### config.mk
export PLATFORM = sky130hd
export DESIGN_NAME = terminal_prompt_detector_unit
export DESIGN_NICKNAME = d
export VERILOG_FILES = /design/src/hdl/tpd_pkg.sv /design/src/hdl/tpd_csr.sv /design/src/hdl/tpd_core.sv /design/src/hdl/terminal_prompt_detector_unit.sv
export SDC_FILE = /design/constraint.sdc
export NUM_CORES = 1
export LEC_CHECK = 0
export ABC_CLOCK_PERIOD_IN_PS = 7700
export BUFFER_PORTS_ARGS = -buffer_cell sky130_fd_sc_hd__buf_2
export CAP_MARGIN = 20
export CORE_ASPECT_RATIO = 1.1
export CORE_MARGIN = 4
export CORE_UTILIZATION = 45
export DETAILED_ROUTE_END_ITERATION = 8
export HOLD_SLACK_MARGIN = 0.08
export PLACE_DENSITY = 0.62
export RECOVER_POWER = 50
export SLEW_MARGIN = 5
export SYNTH_ARGS = -nofsm -noshare
export SYNTH_HDL_FRONTEND = slang
export SYNTH_SLANG_ARGS = --single-unit
### constraint.sdc
create_clock -name clock -period 7.7 [get_ports clock]
set_input_delay 0.77 -clock clock [delete_from_list [all_inputs] [get_ports clock]]
set_output_delay 0.77 -clock clock [all_outputs]
set_load 0.05 [all_outputs]
### src/hdl/tpd_pkg.sv
// Package for the terminal prompt detector: beat types, config register
// indexes, verdict codes and the two fixed notice texts. No dependencies.
package tpd_pkg;

   localparam int PROMPT_MAX_BYTES   = 32;
   localparam int PROMPT_BYTE_COUNT  = 32;
   localparam int PROMPT_IDX_W       = $clog2(PROMPT_BYTE_COUNT);
   localparam int PROMPT_LEN_W       = 6;
   localparam int CSR_INDEX_W        = 3;
   localparam int CSR_DATA_W         = 64;
   localparam int CSR_BYTE_REGS      = 4;

   localparam logic [CSR_INDEX_W-1:0] CSR_PROMPT_LENGTH   = 3'd0;
   localparam logic [CSR_INDEX_W-1:0] CSR_PROMPT_BYTES_0  = 3'd1;
   localparam logic [CSR_INDEX_W-1:0] CSR_PROMPT_BYTES_8  = 3'd2;
   localparam logic [CSR_INDEX_W-1:0] CSR_PROMPT_BYTES_16 = 3'd3;
   localparam logic [CSR_INDEX_W-1:0] CSR_PROMPT_BYTES_24 = 3'd4;

   localparam logic [PROMPT_LEN_W-1:0] PROMPT_LENGTH_RESET = 6'd7;
   localparam logic [CSR_DATA_W-1:0]   PROMPT_BYTES_0_RESET = 64'h0064_726F_7773_7361;

   localparam logic [1:0] VERDICT_NONE      = 2'd0;
   localparam logic [1:0] VERDICT_WRONG_PW  = 2'd1;
   localparam logic [1:0] VERDICT_HOST_NEW  = 2'd2;
   localparam logic [1:0] VERDICT_KEY_DIFF  = 2'd3;

   localparam int HOST_LEN   = 25;
   localparam int HOST_POS_W = 5;
   localparam int KEY_LEN    = 39;
   localparam int KEY_POS_W  = 6;

   localparam logic [HOST_LEN*8-1:0] HOST_TEXT = "The authenticity of host ";
   localparam logic [KEY_LEN*8-1:0]  KEY_TEXT  =
      "differs from the key for the IP address";

   typedef struct packed {
      logic [7:0] term_byte;
      logic       chunk_end;
   } tpd_req_type;

   typedef struct packed {
      logic       send_password;
      logic [1:0] verdict;
      logic       halted;
   } tpd_rsp_type;

   typedef struct packed {
      logic [PROMPT_LEN_W-1:0]                len_eff;
      logic [PROMPT_BYTE_COUNT-1:0][7:0]      bytes;
   } tpd_prompt_cfg_type;

   function automatic logic [7:0] host_byte(input logic [HOST_POS_W-1:0] pos);
      logic [7:0] b;
      b = 8'd0;
      if (int'(pos) < HOST_LEN) b = HOST_TEXT[8*(HOST_LEN-1-int'(pos)) +: 8];
      return b;
   endfunction

   function automatic logic [7:0] key_byte(input logic [KEY_POS_W-1:0] pos);
      logic [7:0] b;
      b = 8'd0;
      if (int'(pos) < KEY_LEN) b = KEY_TEXT[8*(KEY_LEN-1-int'(pos)) +: 8];
      return b;
   endfunction

endpackage

### src/hdl/tpd_csr.sv
// Prompt configuration registers: length and pattern bytes.
// Depends on tpd_pkg.
module tpd_csr
   import tpd_pkg::*;
(
   input  logic                     clock,
   input  logic                     reset,
   input  logic                     csr_valid,
   input  logic [CSR_INDEX_W-1:0]   csr_index,
   input  logic [CSR_DATA_W-1:0]    csr_data,
   output tpd_prompt_cfg_type       prompt_cfg
);

   logic [PROMPT_LEN_W-1:0]                    len_ff;
   logic [PROMPT_LEN_W-1:0]                    len_in;
   logic [CSR_BYTE_REGS-1:0][CSR_DATA_W-1:0]   bytes_ff;
   logic [CSR_BYTE_REGS-1:0][CSR_DATA_W-1:0]   bytes_in;

   always_comb begin
      len_in   = len_ff;
      bytes_in = bytes_ff;
      if (csr_valid) begin
         unique case (csr_index)
            CSR_PROMPT_LENGTH:   len_in      = csr_data[PROMPT_LEN_W-1:0];
            CSR_PROMPT_BYTES_0:  bytes_in[0] = csr_data;
            CSR_PROMPT_BYTES_8:  bytes_in[1] = csr_data;
            CSR_PROMPT_BYTES_16: bytes_in[2] = csr_data;
            CSR_PROMPT_BYTES_24: bytes_in[3] = csr_data;
            default: ;
         endcase
      end
   end

   always_ff @(posedge clock) begin
      if (reset) begin
         len_ff   <= PROMPT_LENGTH_RESET;
         bytes_ff <= {{(CSR_BYTE_REGS-1)*CSR_DATA_W{1'b0}}, PROMPT_BYTES_0_RESET};
      end else begin
         len_ff   <= len_in;
         bytes_ff <= bytes_in;
      end
   end

   always_comb begin
      if (len_ff > PROMPT_LEN_W'(PROMPT_MAX_BYTES)) begin
         prompt_cfg.len_eff = PROMPT_LEN_W'(PROMPT_MAX_BYTES);
      end else begin
         prompt_cfg.len_eff = len_ff;
      end
      prompt_cfg.bytes = bytes_ff;
   end

endmodule

### src/hdl/tpd_core.sv
// Matcher state and verdict logic: three position counters, prompt-seen
// and halt flags, updated once per advancing beat. Depends on tpd_pkg.
module tpd_core
   import tpd_pkg::*;
(
   input  logic                 clock,
   input  logic                 reset,
   input  logic                 advance,
   input  tpd_req_type          item,
   input  tpd_prompt_cfg_type   prompt_cfg,
   output tpd_rsp_type          result
);

   logic [PROMPT_LEN_W-1:0] prompt_pos_ff, prompt_pos_in, prompt_adv;
   logic [HOST_POS_W-1:0]   host_pos_ff, host_pos_in, host_adv;
   logic [KEY_POS_W-1:0]    key_pos_ff, key_pos_in, key_adv;
   logic                    seen_ff, seen_in;
   logic                    stopped_ff, stopped_in;
   logic [7:0]              prompt_cur;
   logic [7:0]              b;

   assign b = item.term_byte;
   assign prompt_cur = (prompt_pos_ff >= PROMPT_LEN_W'(PROMPT_BYTE_COUNT)) ? 8'd0 :
                       prompt_cfg.bytes[prompt_pos_ff[PROMPT_IDX_W-1:0]];

   always_comb begin
      priority if (prompt_pos_ff >= prompt_cfg.len_eff) begin
         prompt_adv = prompt_pos_ff;
      end else if (prompt_cur == b) begin
         prompt_adv = prompt_pos_ff + PROMPT_LEN_W'(1);
      end else begin
         prompt_adv = PROMPT_LEN_W'(prompt_cfg.bytes[0] == b);
      end
   end

   always_comb begin
      priority if (host_pos_ff >= HOST_POS_W'(HOST_LEN)) begin
         host_adv = host_pos_ff;
      end else if (host_byte(host_pos_ff) == b) begin
         host_adv = host_pos_ff + HOST_POS_W'(1);
      end else begin
         host_adv = HOST_POS_W'(host_byte('0) == b);
      end
   end

   always_comb begin
      priority if (key_pos_ff >= KEY_POS_W'(KEY_LEN)) begin
         key_adv = key_pos_ff;
      end else if (key_byte(key_pos_ff) == b) begin
         key_adv = key_pos_ff + KEY_POS_W'(1);
      end else begin
         key_adv = KEY_POS_W'(key_byte('0) == b);
      end
   end

   always_comb begin
      prompt_pos_in = prompt_pos_ff;
      host_pos_in   = host_pos_ff;
      key_pos_in    = key_pos_ff;
      seen_in       = seen_ff;
      stopped_in    = stopped_ff;
      result.send_password = 1'b0;
      result.verdict       = VERDICT_NONE;
      if (!stopped_ff) begin
         prompt_pos_in = prompt_adv;
         host_pos_in   = host_adv;
         key_pos_in    = key_adv;
         if (item.chunk_end) begin
            if (prompt_adv >= prompt_cfg.len_eff) begin
               if (!seen_ff) begin
                  result.send_password = 1'b1;
                  prompt_pos_in        = '0;
                  seen_in              = 1'b1;
               end else begin
                  result.verdict = VERDICT_WRONG_PW;
                  stopped_in     = 1'b1;
               end
            end
            if (!stopped_in) begin
               priority if (host_adv >= HOST_POS_W'(HOST_LEN)) begin
                  result.verdict = VERDICT_HOST_NEW;
                  stopped_in     = 1'b1;
               end else if (key_adv >= KEY_POS_W'(KEY_LEN)) begin
                  result.verdict = VERDICT_KEY_DIFF;
                  stopped_in     = 1'b1;
               end
            end
         end
      end
      result.halted = stopped_in;
   end

   always_ff @(posedge clock) begin
      if (reset) begin
         prompt_pos_ff <= '0;
         host_pos_ff   <= '0;
         key_pos_ff    <= '0;
         seen_ff       <= 1'b0;
         stopped_ff    <= 1'b0;
      end else if (advance) begin
         prompt_pos_ff <= prompt_pos_in;
         host_pos_ff   <= host_pos_in;
         key_pos_ff    <= key_pos_in;
         seen_ff       <= seen_in;
         stopped_ff    <= stopped_in;
      end
   end

endmodule

### src/hdl/terminal_prompt_detector_unit.sv
// Terminal prompt detector top level: input register, matcher core,
// result register and prompt configuration. Depends on tpd_pkg, tpd_csr, tpd_core.
//
// Use: each req beat carries one terminal byte and a chunk_end flag; each
// accepted beat yields exactly one rsp beat (send_password, verdict, halted).
// Three matchers (configurable password prompt, unknown-host notice,
// changed-key notice) advance per byte; verdicts are taken on chunk_end.
// Once a verdict is given the block reports halted on every later beat.
// csr beats write the prompt length (index 0) and prompt bytes (1..4);
// csr_ready is always high, and writes belong only to idle periods.
// Path: a req beat passes the input register, then the result register, before
// rsp_valid rises. Throughput: one beat per cycle while the output is not stalled,
// set by the single combinational matcher update between the two registers.
// Stall: a held rsp beat keeps its value; the input register still takes
// one more beat, then req_ready drops until rsp_ready returns.
// Reset: synchronous; clears matchers and flags, loads the default prompt
// "assword" of length 7, and empties both registers.
module terminal_prompt_detector_unit
   import tpd_pkg::*;
(
   input  logic                     clock,
   input  logic                     reset,
   input  logic                     req_valid,
   output logic                     req_ready,
   input  tpd_req_type              req_data,
   output logic                     rsp_valid,
   input  logic                     rsp_ready,
   output tpd_rsp_type              rsp_data,
   input  logic                     csr_valid,
   output logic                     csr_ready,
   input  logic [CSR_INDEX_W-1:0]   csr_index,
   input  logic [CSR_DATA_W-1:0]    csr_data
);

   logic               in_valid_ff;
   tpd_req_type        in_data_ff;
   logic               out_valid_ff;
   tpd_rsp_type        out_data_ff;
   logic               advance;
   tpd_rsp_type        core_result;
   tpd_prompt_cfg_type prompt_cfg;

   assign advance   = in_valid_ff && (!out_valid_ff || rsp_ready);
   assign req_ready = !in_valid_ff || advance;
   assign csr_ready = 1'b1;
   assign rsp_valid = out_valid_ff;
   assign rsp_data  = out_data_ff;

   tpd_csr u_csr (
      .clock      (clock),
      .reset      (reset),
      .csr_valid  (csr_valid),
      .csr_index  (csr_index),
      .csr_data   (csr_data),
      .prompt_cfg (prompt_cfg)
   );

   tpd_core u_core (
      .clock      (clock),
      .reset      (reset),
      .advance    (advance),
      .item       (in_data_ff),
      .prompt_cfg (prompt_cfg),
      .result     (core_result)
   );

   always_ff @(posedge clock) begin
      if (reset) begin
         in_valid_ff  <= 1'b0;
         out_valid_ff <= 1'b0;
      end else begin
         if (req_ready) in_valid_ff <= req_valid;
         if (advance) begin
            out_valid_ff <= 1'b1;
         end else if (rsp_ready) begin
            out_valid_ff <= 1'b0;
         end
      end
   end

   always_ff @(posedge clock) begin
      if (req_valid && req_ready) in_data_ff <= req_data;
      if (advance) out_data_ff <= core_result;
   end

endmodule

==> insert_results.sql, run 1 <==
INSERT INTO impl_metrics (metric_group, metric, value, unit) VALUES
('status', 'status', 'finished with violations', ''),
('status', 'violations_in_the_final_reports', 'max-capacitance violations, max-slew violations', ''),
('sta', 'worst-slew-pin-transition', '4130', 'ps'),
('synth', 'synthesized_area_fraction_occupied_by_adder_cells', '0.0146', ''),
('synth', 'synth_cell_type_count', '81', ''),
('die', 'dieWidth', '184', 'um'),
('die', 'rows', '70', ''),
('synth', 'async_reset_ff_frac', '0', ''),
('clock_network', 'clock_tree.htree_level_count', '1', ''),
('route', 'route.detailed.wl_per_inst', '19.7', 'um'),
('synth', 'synth_enable_flop_cells', '13', ''),
('grt', 'grt_pass1_vias', '12900', ''),
('grt', 'initial_antenna_violation_count', '0', ''),
('synth', 'synth_seq_cells', '296', ''),
('clock_network', 'hold_buffers', '0', ''),
('worst_hold_path', 'hold_class', 'in -> reg', ''),
('route', 'route.antenna.remaining_nets', '0', ''),
('route', 'drt-initial-drc-count', '1152', ''),
('cells_and_area', 'num-fill-cells', '3281', ''),
('route', 'drt-total-wl', '46.2', 'mm'),
('sta', 'drv_slew', '289', ''),
('grt', 'gr-usage-all-layers', '0.242', ''),
('sta', 'layout_min_cycle_time', '6020', 'ps'),
('cells_and_area', 'layout-drive-gt1-share', '0.126', ''),
('sta', 'clock_skew', '15.4', 'ps'),
('clock_network', 'cts_root_buf', 'clkbuf_16', ''),
('synth', 'synthesized_instance_count', '1912', ''),
('synth', 'ys_seq_area_frac', '0.394', ''),
('critical_path', 'critPathLaunchType', 'input port', ''),
('critical_path', 'rrSetupSlack', '1830', 'ps'),
('sta', 'timing.final.setup_violations', '0', ''),
('placement', 'post-dp-hpwl', '30.5', 'mm'),
('placement', 'gpl.final_weighted_congestion', '0.891', ''),
('route', 'routed-via-count', '13800', ''),
('cells_and_area', 'antenna-diode-count', '0', ''),
('critical_path', 'worst-path-max-fanout', '91', ''),
('route', 'vias_per_cell', '5.88', ''),
('synth', 'syn-num-nets', '2011', ''),
('critical_path', 'crit-reg2reg-launch', 'u_core.prompt_pos_ff[0]', ''),
('critical_path', 'cp-end-kind', 'flip-flop', ''),
('clock_network', 'count_of_cells_resized_by_post_cts_repair', '0', ''),
('synth', 'synth_cell_area', '0.0154', 'mm2'),
('synth', 'syn-mean-instance-area', '8.05', 'um2'),
('clock_network', 'tritoncts.num_buffers', '31', ''),
('clock_network', 'cts_setup_buffers', '0', ''),
('power', 'total_chip_power', '3320', 'uW'),
('sta', 'rsz0062_at_grt', 'false', ''),
('sta', 'post-route-period-util', '0.782', ''),
('power', 'static-leakage-power', '0.00596', 'uW'),
('worst_hold_path', 'hold_path_startpoint', 'req_data[3]', ''),
('power', 'vdd.ir_drop.worst', '0.153', 'mV'),
('clock_network', 'insertion_delay', '580', 'ps'),
('run', 'max_cap_violations', '4', ''),
('grt', 'grt_max_degree', '92', ''),
('die', 'die_area', '0.0372', 'mm2'),
('synth', 'post_synth_and_or_nand_nor_area_fraction', '0.234', ''),
('worst_hold_path', 'worst_hold_path.num_cells', '1', ''),
('power', 'power_density', '197', 'mW/mm2'),
('die', 'top_level_ports', '88', ''),
('die', 'floorplan.initialDensity', '0.460', ''),
('placement', 'buffer_ports.inserted', '86', ''),
('synth', 'synth-xor-area-share', '0.0198', ''),
('grt', 'grt_pass1_wl', '73.1', 'mm'),
('synth', 'largest_family_of_logic_cells_by_synthesized_area', 'simple AND/OR/NAND/NOR gates', ''),
('critical_path', 'worstReg2RegEnd', 'rsp_data[0]', ''),
('critical_path', 'cp.required', '7960', 'ps'),
('route', 'drt_first_pass_iters', '5', ''),
('clock_network', 'worst_setup_hold_path_clk_slew', '70', 'ps'),
('sta', 'number_of_hold_violations_in_the_final_report', '0', ''),
('critical_path', 'worstPathArrival', '6290', 'ps'),
('sta', 'max_freq', '166', 'MHz');
[cells by family after synthesis]
family	after synthesis
multiplexers	88
buffers and inverters	187
AND/OR/NAND/NOR	833
other	1
adder cells (fa/ha/maj)	18
AO/OA/AOI/OAI	456
flip-flops	296
XOR/XNOR	33
[cells in the final DEF (no fill, tap or decap), drive strengths merged, types with 10 or more instances in the layout]
| master | count |
|---|---|
| o22ai | 12 |
| nand2 | 573 |
| xnor2 | 27 |
| edfxtp | 13 |
| and3 | 14 |
| o31ai | 10 |
| nor3 | 21 |
| ha | 18 |
| o21ai | 49 |
| dfxtp | 283 |
| a21o | 13 |
| nand3 | 64 |
| nor4 | 10 |
| mux4 | 66 |
| a211oi | 11 |
| nand4 | 12 |
| a21oi | 281 |
| clkbuf | 56 |
| a31oi | 12 |
| nor2b | 27 |
| nor2 | 52 |
| mux2i | 19 |
| nand2b | 14 |
| inv | 28 |
| buf | 97 |
[critical path, stage by stage]
cell and delay, ps:
clkbuf_1 2300, clkbuf_1 3030, a21oi_1 90
[Yosys cell counts (17+ instances only)]
cell type	instances	area, um2
a21oi_1	281	1410
mux2i_1	19	190
inv_1	21	78.8
buf_2	20	100
mux4_2	62	1400
xnor2_1	26	228
clkbuf_1	119	447
nand3_1	64	320
nor2_1	51	191
nor3_1	20	100
nand2_1	573	2150
o21ai_1	17	85.1
nor2b_1	27	169
ha_1	18	225
dfxtp_1	283	5670
o21ai_0	32	160
[registers in the layout, summed over array words and instances, names as in the netlist]
name	cells
u_csr.prompt_cfg	256
in_valid_ff	1
rsp_valid	1
rsp_data	4
in_data_ff	9
u_csr.len_ff	6
u_core.prompt_pos_ff	6
u_core.seen_ff	1
u_core.host_pos_ff	5
u_core.stopped_ff	1
u_core.key_pos_ff	6
[through the flow]
step / instances / utilization / area (um2) / hold WS [ps] / worst slack [ps]
after floorplan: 1912 / - / 15400 / 432 / 2710
after global placement: 2289 / 0.474 / 15800 / 438 / 1890
after detailed placement: 2289 / 0.474 / 15800 / 444 / 1880
after CTS: 2347 / 0.505 / 16900 / 350 / 1840
after global routing: 2347 / 0.504 / 16900 / 358 / 1070
final: 2347 / 0.504 / 16900 / 374 / 1680
[routing by layer]
layer  share of wire  vias to the layer above  track usage
met5               0                        -            0
met1            0.42                     6635        0.329
met3           0.067                       74       0.0306
met2            0.48                      472        0.408
met4           0.024                        0       0.0610
li1                -                     6617            -
[worst max-delay path by stage]
stage,from,to,slack [ps],cells after the start
finish,reset,u_csr.prompt_cfg[217],1680,3
global route,reset,u_csr.prompt_cfg[243],1070,3
CTS,u_core.prompt_pos_ff[0],rsp_data[0],1840,19
detailed placement,u_core.prompt_pos_ff[0],rsp_data[0],1880,19
global placement,u_core.prompt_pos_ff[0],rsp_data[0],1890,19
floorplan,u_core.prompt_pos_ff[0],rsp_data[0],2710,22
[area by class of cell]
type                            instances  area (um2)  area share
Timing Repair Buffer                  107         581      0.0344
Inverter                               25        93.8     0.00557
Tap cell                              432         541      0.0321
Multi-Input combinational cell       1429        8540       0.507
Clock inverter                         12         108     0.00638
Clock buffer                           46         933      0.0554
Sequential cell                       296        6060       0.360
[power by group]
part	switching (uW)	internal, uW	total, uW
Combinational	132	65.2	197
Clock	636	875	1510
Sequential	29.5	1580	1610
No activity file was read; power rests on OpenSTA's default activity.
==> inputs of run 2 (changes only) <==
--- a/config.mk
+++ b/config.mk
@@ -5,7 +5,7 @@
 export SDC_FILE = /design/constraint.sdc
 export NUM_CORES = 1
 export LEC_CHECK = 0
-export ABC_CLOCK_PERIOD_IN_PS = 7700
+export ABC_CLOCK_PERIOD_IN_PS = 4900
 export BUFFER_PORTS_ARGS = -buffer_cell sky130_fd_sc_hd__buf_2
 export CAP_MARGIN = 20
 export CORE_ASPECT_RATIO = 1.1
@@ -13,7 +13,7 @@
 export CORE_UTILIZATION = 45
 export DETAILED_ROUTE_END_ITERATION = 8
 export HOLD_SLACK_MARGIN = 0.08
-export PLACE_DENSITY = 0.62
+export PLACE_DENSITY = 0.64
 export RECOVER_POWER = 50
 export SLEW_MARGIN = 5
 export SYNTH_ARGS = -nofsm -noshare
==> constraint.sdc (replaced) <==
create_clock -name clock -period 4.9 [get_ports clock]
set_input_delay 0.49 -clock clock [delete_from_list [all_inputs] [get_ports clock]]
set_output_delay 0.49 -clock clock [all_outputs]
set_load 0.05 [all_outputs]
==> run 2 against run 1 <==
Against the previous run: total power grew 63%; the flow finishes with violations (max-capacitance violations, max-slew violations, negative setup slack); wire length rose by 4.6%; worst hold slack worse by 220 ps; die area unchanged; critical path depth up 18; clock power up 68%; combinational power grew 70%; sequential power up 57%; critical path type is now reg -> reg; largest power group is now the clock network; global-route usage is 1.3 points higher; setup slack got worse by 1700 ps; highest routed layer unchanged; clock skew is 5.0 ps higher; count of clock-buffer cells in the layout is 4 higher.
==> insert_results.sql, run 2 (same netlist as run 1, synthesis figures left out) <==
INSERT INTO impl_metrics (metric_group, metric, value, unit) VALUES
('critical_path', 'crit-reg2reg-launch', 'u_core.prompt_pos_ff[0]', ''),
('sta', 'layout_min_cycle_time', '4920', 'ps'),
('worst_hold_path', 'hold_class', 'in -> reg', ''),
('critical_path', 'crit_top_cell', 'a21o_1', ''),
('critical_path', 'critical_path.slowest_cell', 'mux4_1', ''),
('route', 'route.detailed.wl_per_inst', '20.0', 'um'),
('critical_path', 'cp-end-kind', 'flip-flop', ''),
('die', 'core_area', '0.0335', 'mm2'),
('die', 'rows', '70', ''),
('cells_and_area', 'layout_commonest_cell', 'nand2_1', ''),
('cells_and_area', 'num-fill-cells', '3182', ''),
('run', 'max_cap_violations', '3', ''),
('grt', 'initial_antenna_violation_count', '1', ''),
('route', 'dr.max_layer_used', 'met4', ''),
('status', 'status', 'finished with violations', ''),
('sta', 'max_freq', '203', 'MHz'),
('sta', 'timing.final.setup_violations', '1', ''),
('critical_path', 'worst-path-max-fanout', '7', ''),
('clock_network', 'worst_setup_hold_path_clk_slew', '60', 'ps'),
('route', 'wl_met1', '20.2', 'mm'),
('grt', 'grt.overflow.total', '0', ''),
('cells_and_area', 'number_of_flip_flops_in_the_largest_register', '256', ''),
('die', 'floorplan.initialDensity', '0.460', ''),
('route', 'routed-via-count', '14300', ''),
('critical_path', 'worst_r2r_path_depth', '21', ''),
('power', 'static-leakage-power', '0.00641', 'uW'),
('route', 'drt_first_pass_iters', '5', ''),
('die', 'die_area', '0.0372', 'mm2'),
('die', 'die_height', '202', 'um'),
('sta', 'number_of_hold_violations_in_the_final_report', '0', ''),
('placement', 'gpl.final_weighted_congestion', '0.898', ''),
('clock_network', 'clock_tree.htree_level_count', '2', ''),
('critical_path', 'cp_cell_sequence', 'buf_4 -> buf_12 -> mux4_1 -> mux4_2 -> nor2_1 -> nor4_1 -> xnor2_1 -> nand4_1 -> or3_4 -> o31ai_4 -> nor2_1 -> ha_1 -> nand2b_4 -> a21o_1 -> a21o_1 -> a21o_1 -> a21o_1 -> a21oi_2 -> nor2b_2 -> or3_1 -> a21o_1', ''),
('power', 'vdd.ir_drop.worst', '0.333', 'mV'),
('cells_and_area', 'flow.area_growth_from_synthesis', '15.1', '%'),
('route', 'vias_per_cell', '5.92', ''),
('critical_path', 'endpoint', 'rsp_data[0]', ''),
('grt', 'grt_pass1_vias', '13600', ''),
('critical_path', 'worstReg2RegEnd', 'rsp_data[0]', ''),
('route', 'post-route-drc-count', '0', ''),
('route', 'drt-initial-drc-count', '1399', ''),
('sta', 'postLayoutSetupSlackWorst', '-20.8', 'ps'),
('critical_path', 'worstPathArrival', '5210', 'ps'),
('critical_path', 'timing_startpoint_of_the_critical_path', 'u_core.prompt_pos_ff[0]', ''),
('critical_path', 'critPathLaunchType', 'flip-flop', ''),
('cells_and_area', 'design.final.nets', '2064', ''),
('route', 'routed-wl-met2', '23.5', 'mm'),
('cells_and_area', 'layout.cell_area.non_filler', '0.0177', 'mm2'),
('sta', 'post-route-period-util', '1.00', ''),
('sta', 'finalSetupTns', '-20.8', 'ps'),
('cells_and_area', 'layout.cells.most_common_list', 'nand2_1, dfxtp_1, a21oi_1', ''),
('sta', 'drv_slew', '172', ''),
('clock_network', 'tritoncts', 'done', ''),
('sta', 'clock_skew', '20.4', 'ps'),
('route', 'drt-total-wl', '48.3', 'mm'),
('grt', 'gr-usage-all-layers', '0.254', ''),
('placement', 'dpl_cell_area', '0.0163', 'mm2'),
('clock_network', 'tritoncts.num_buffers', '34', ''),
('grt', 'grt_pass1_wl', '76.5', 'mm'),
('sta', 'worst-slew-pin-transition', '3380', 'ps'),
('grt', 'grt_max_degree', '104', ''),
('placement', 'buffer_ports.inserted', '86', ''),
('critical_path', 'path_class', 'reg -> reg', ''),
('clock_network', 'cts_root_buf', 'clkbuf_16', ''),
('die', 'top_level_ports', '88', ''),
('status', 'violations_in_the_final_reports', 'max-capacitance violations, max-slew violations, negative setup slack', ''),
('placement', 'post-dp-hpwl', '32.4', 'mm'),
('clock_network', 'cts.sink_count', '296', ''),
('power', 'power_density', '305', 'mW/mm2'),
('sta', 'rsz0062_at_grt', 'true', ''),
('die', 'dieWidth', '184', 'um'),
('critical_path', 'cp.required', '5190', 'ps'),
('cells_and_area', 'layout-drive-gt1-share', '0.163', ''),
('critical_path', 'critPathMaxStageDelay', '530', 'ps'),
('power', 'total_chip_power', '5400', 'uW'),
('critical_path', 'rrSetupSlack', '-20', 'ps'),
('clock_network', 'clockBufferDepth', '3', ''),
('clock_network', 'insertion_delay', '530', 'ps'),
('route', 'route.antenna.remaining_nets', '0', ''),
('sta', 'max_slew_margin', '-1.25', ''),
('clock_network', 'hold_buffers', '0', ''),
('route', 'met3_length', '3.05', 'mm');
==> run 2: changes by cell type in the layout (fill, tap and decap cells not counted), moves of 3 or more <==
cell / change
buf_12: +9
buf_4: +61
buf_6: +3
clkbuf_16: +6
clkinv_2: -3
==> run 2: worst min path at each step <==
stage,start,to,slack [ps],depth (start not counted)
final,req_data[4],in_data_ff[4],160,1
after global placement,u_csr.prompt_cfg[177],u_csr.prompt_cfg[177],440,2
after CTS,req_data[1],in_data_ff[1],140,1
after global routing,req_data[1],in_data_ff[1],140,1
after floorplan,u_csr.prompt_cfg[104],u_csr.prompt_cfg[104],430,2
after detailed placement,u_csr.prompt_cfg[243],u_csr.prompt_cfg[243],440,2
==> run 2: report_power, final <==
part           internal (uW)  total [uW]  switching, uW  leakage [uW]
Sequential              2480        2520           43.1       0.00242
Combinational            113         334            221       0.00344
Clock                   1520        2540           1020      0.000555
Total                   4110        5400           1290       0.00641
==> run 2: final cells by class <==
class,instances,area [um2],share of cell area
antenna,1,2.50,0.000141
clock inverter,9,82.6,0.00466
multi-input combinational,1429,8620,0.487
tap,432,541,0.0305
timing repair buffer,179,1270,0.0716
sequential,296,6060,0.342
clock buffer,50,1030,0.0584
inverter,25,96.3,0.00544
==> run 2: through the flow <==
step / worst slack [ps] / hold WS (ps) / instances / util
6_report: -20.8 / 156 / 2421 / 0.529
5_1_grt: -222 / 139 / 2420 / 0.529
4_1_cts: 6.13 / 138 / 2407 / 0.524
3_5_place_dp: -141 / 443 / 2340 / 0.487
3_3_place_gp: -161 / 439 / 2340 / 0.487
2_1_floorplan: 5.76 / 432 / 1912 / -
==> run 2: metal layers <==
metal | up-vias | GRT usage
met4 | 0 | 0.0808
met5 | - | 0
li1 | 6771 | -
met3 | 98 | 0.0378
met2 | 523 | 0.425
met1 | 6949 | 0.339
==> run 2: timing repair <==
item,CTS,global route
setup buffers,8,12
setup endpoints to repair,7,10
gates resized for setup,8,17
gates cloned,0,1
pin swaps,5,9
==> run 2: worst max-delay path, delay by kind of cell (launching register included) <==
family                     cells  cell delay, ps
and+or+nand+nor                8            1280
xor gates and xnor gates       1             170
muxes                          2            1040
adders and majority gates      1             270
buffers and inverters          2             280
DFF                            1             380
AOI/OAI and AO/OA              7            1260
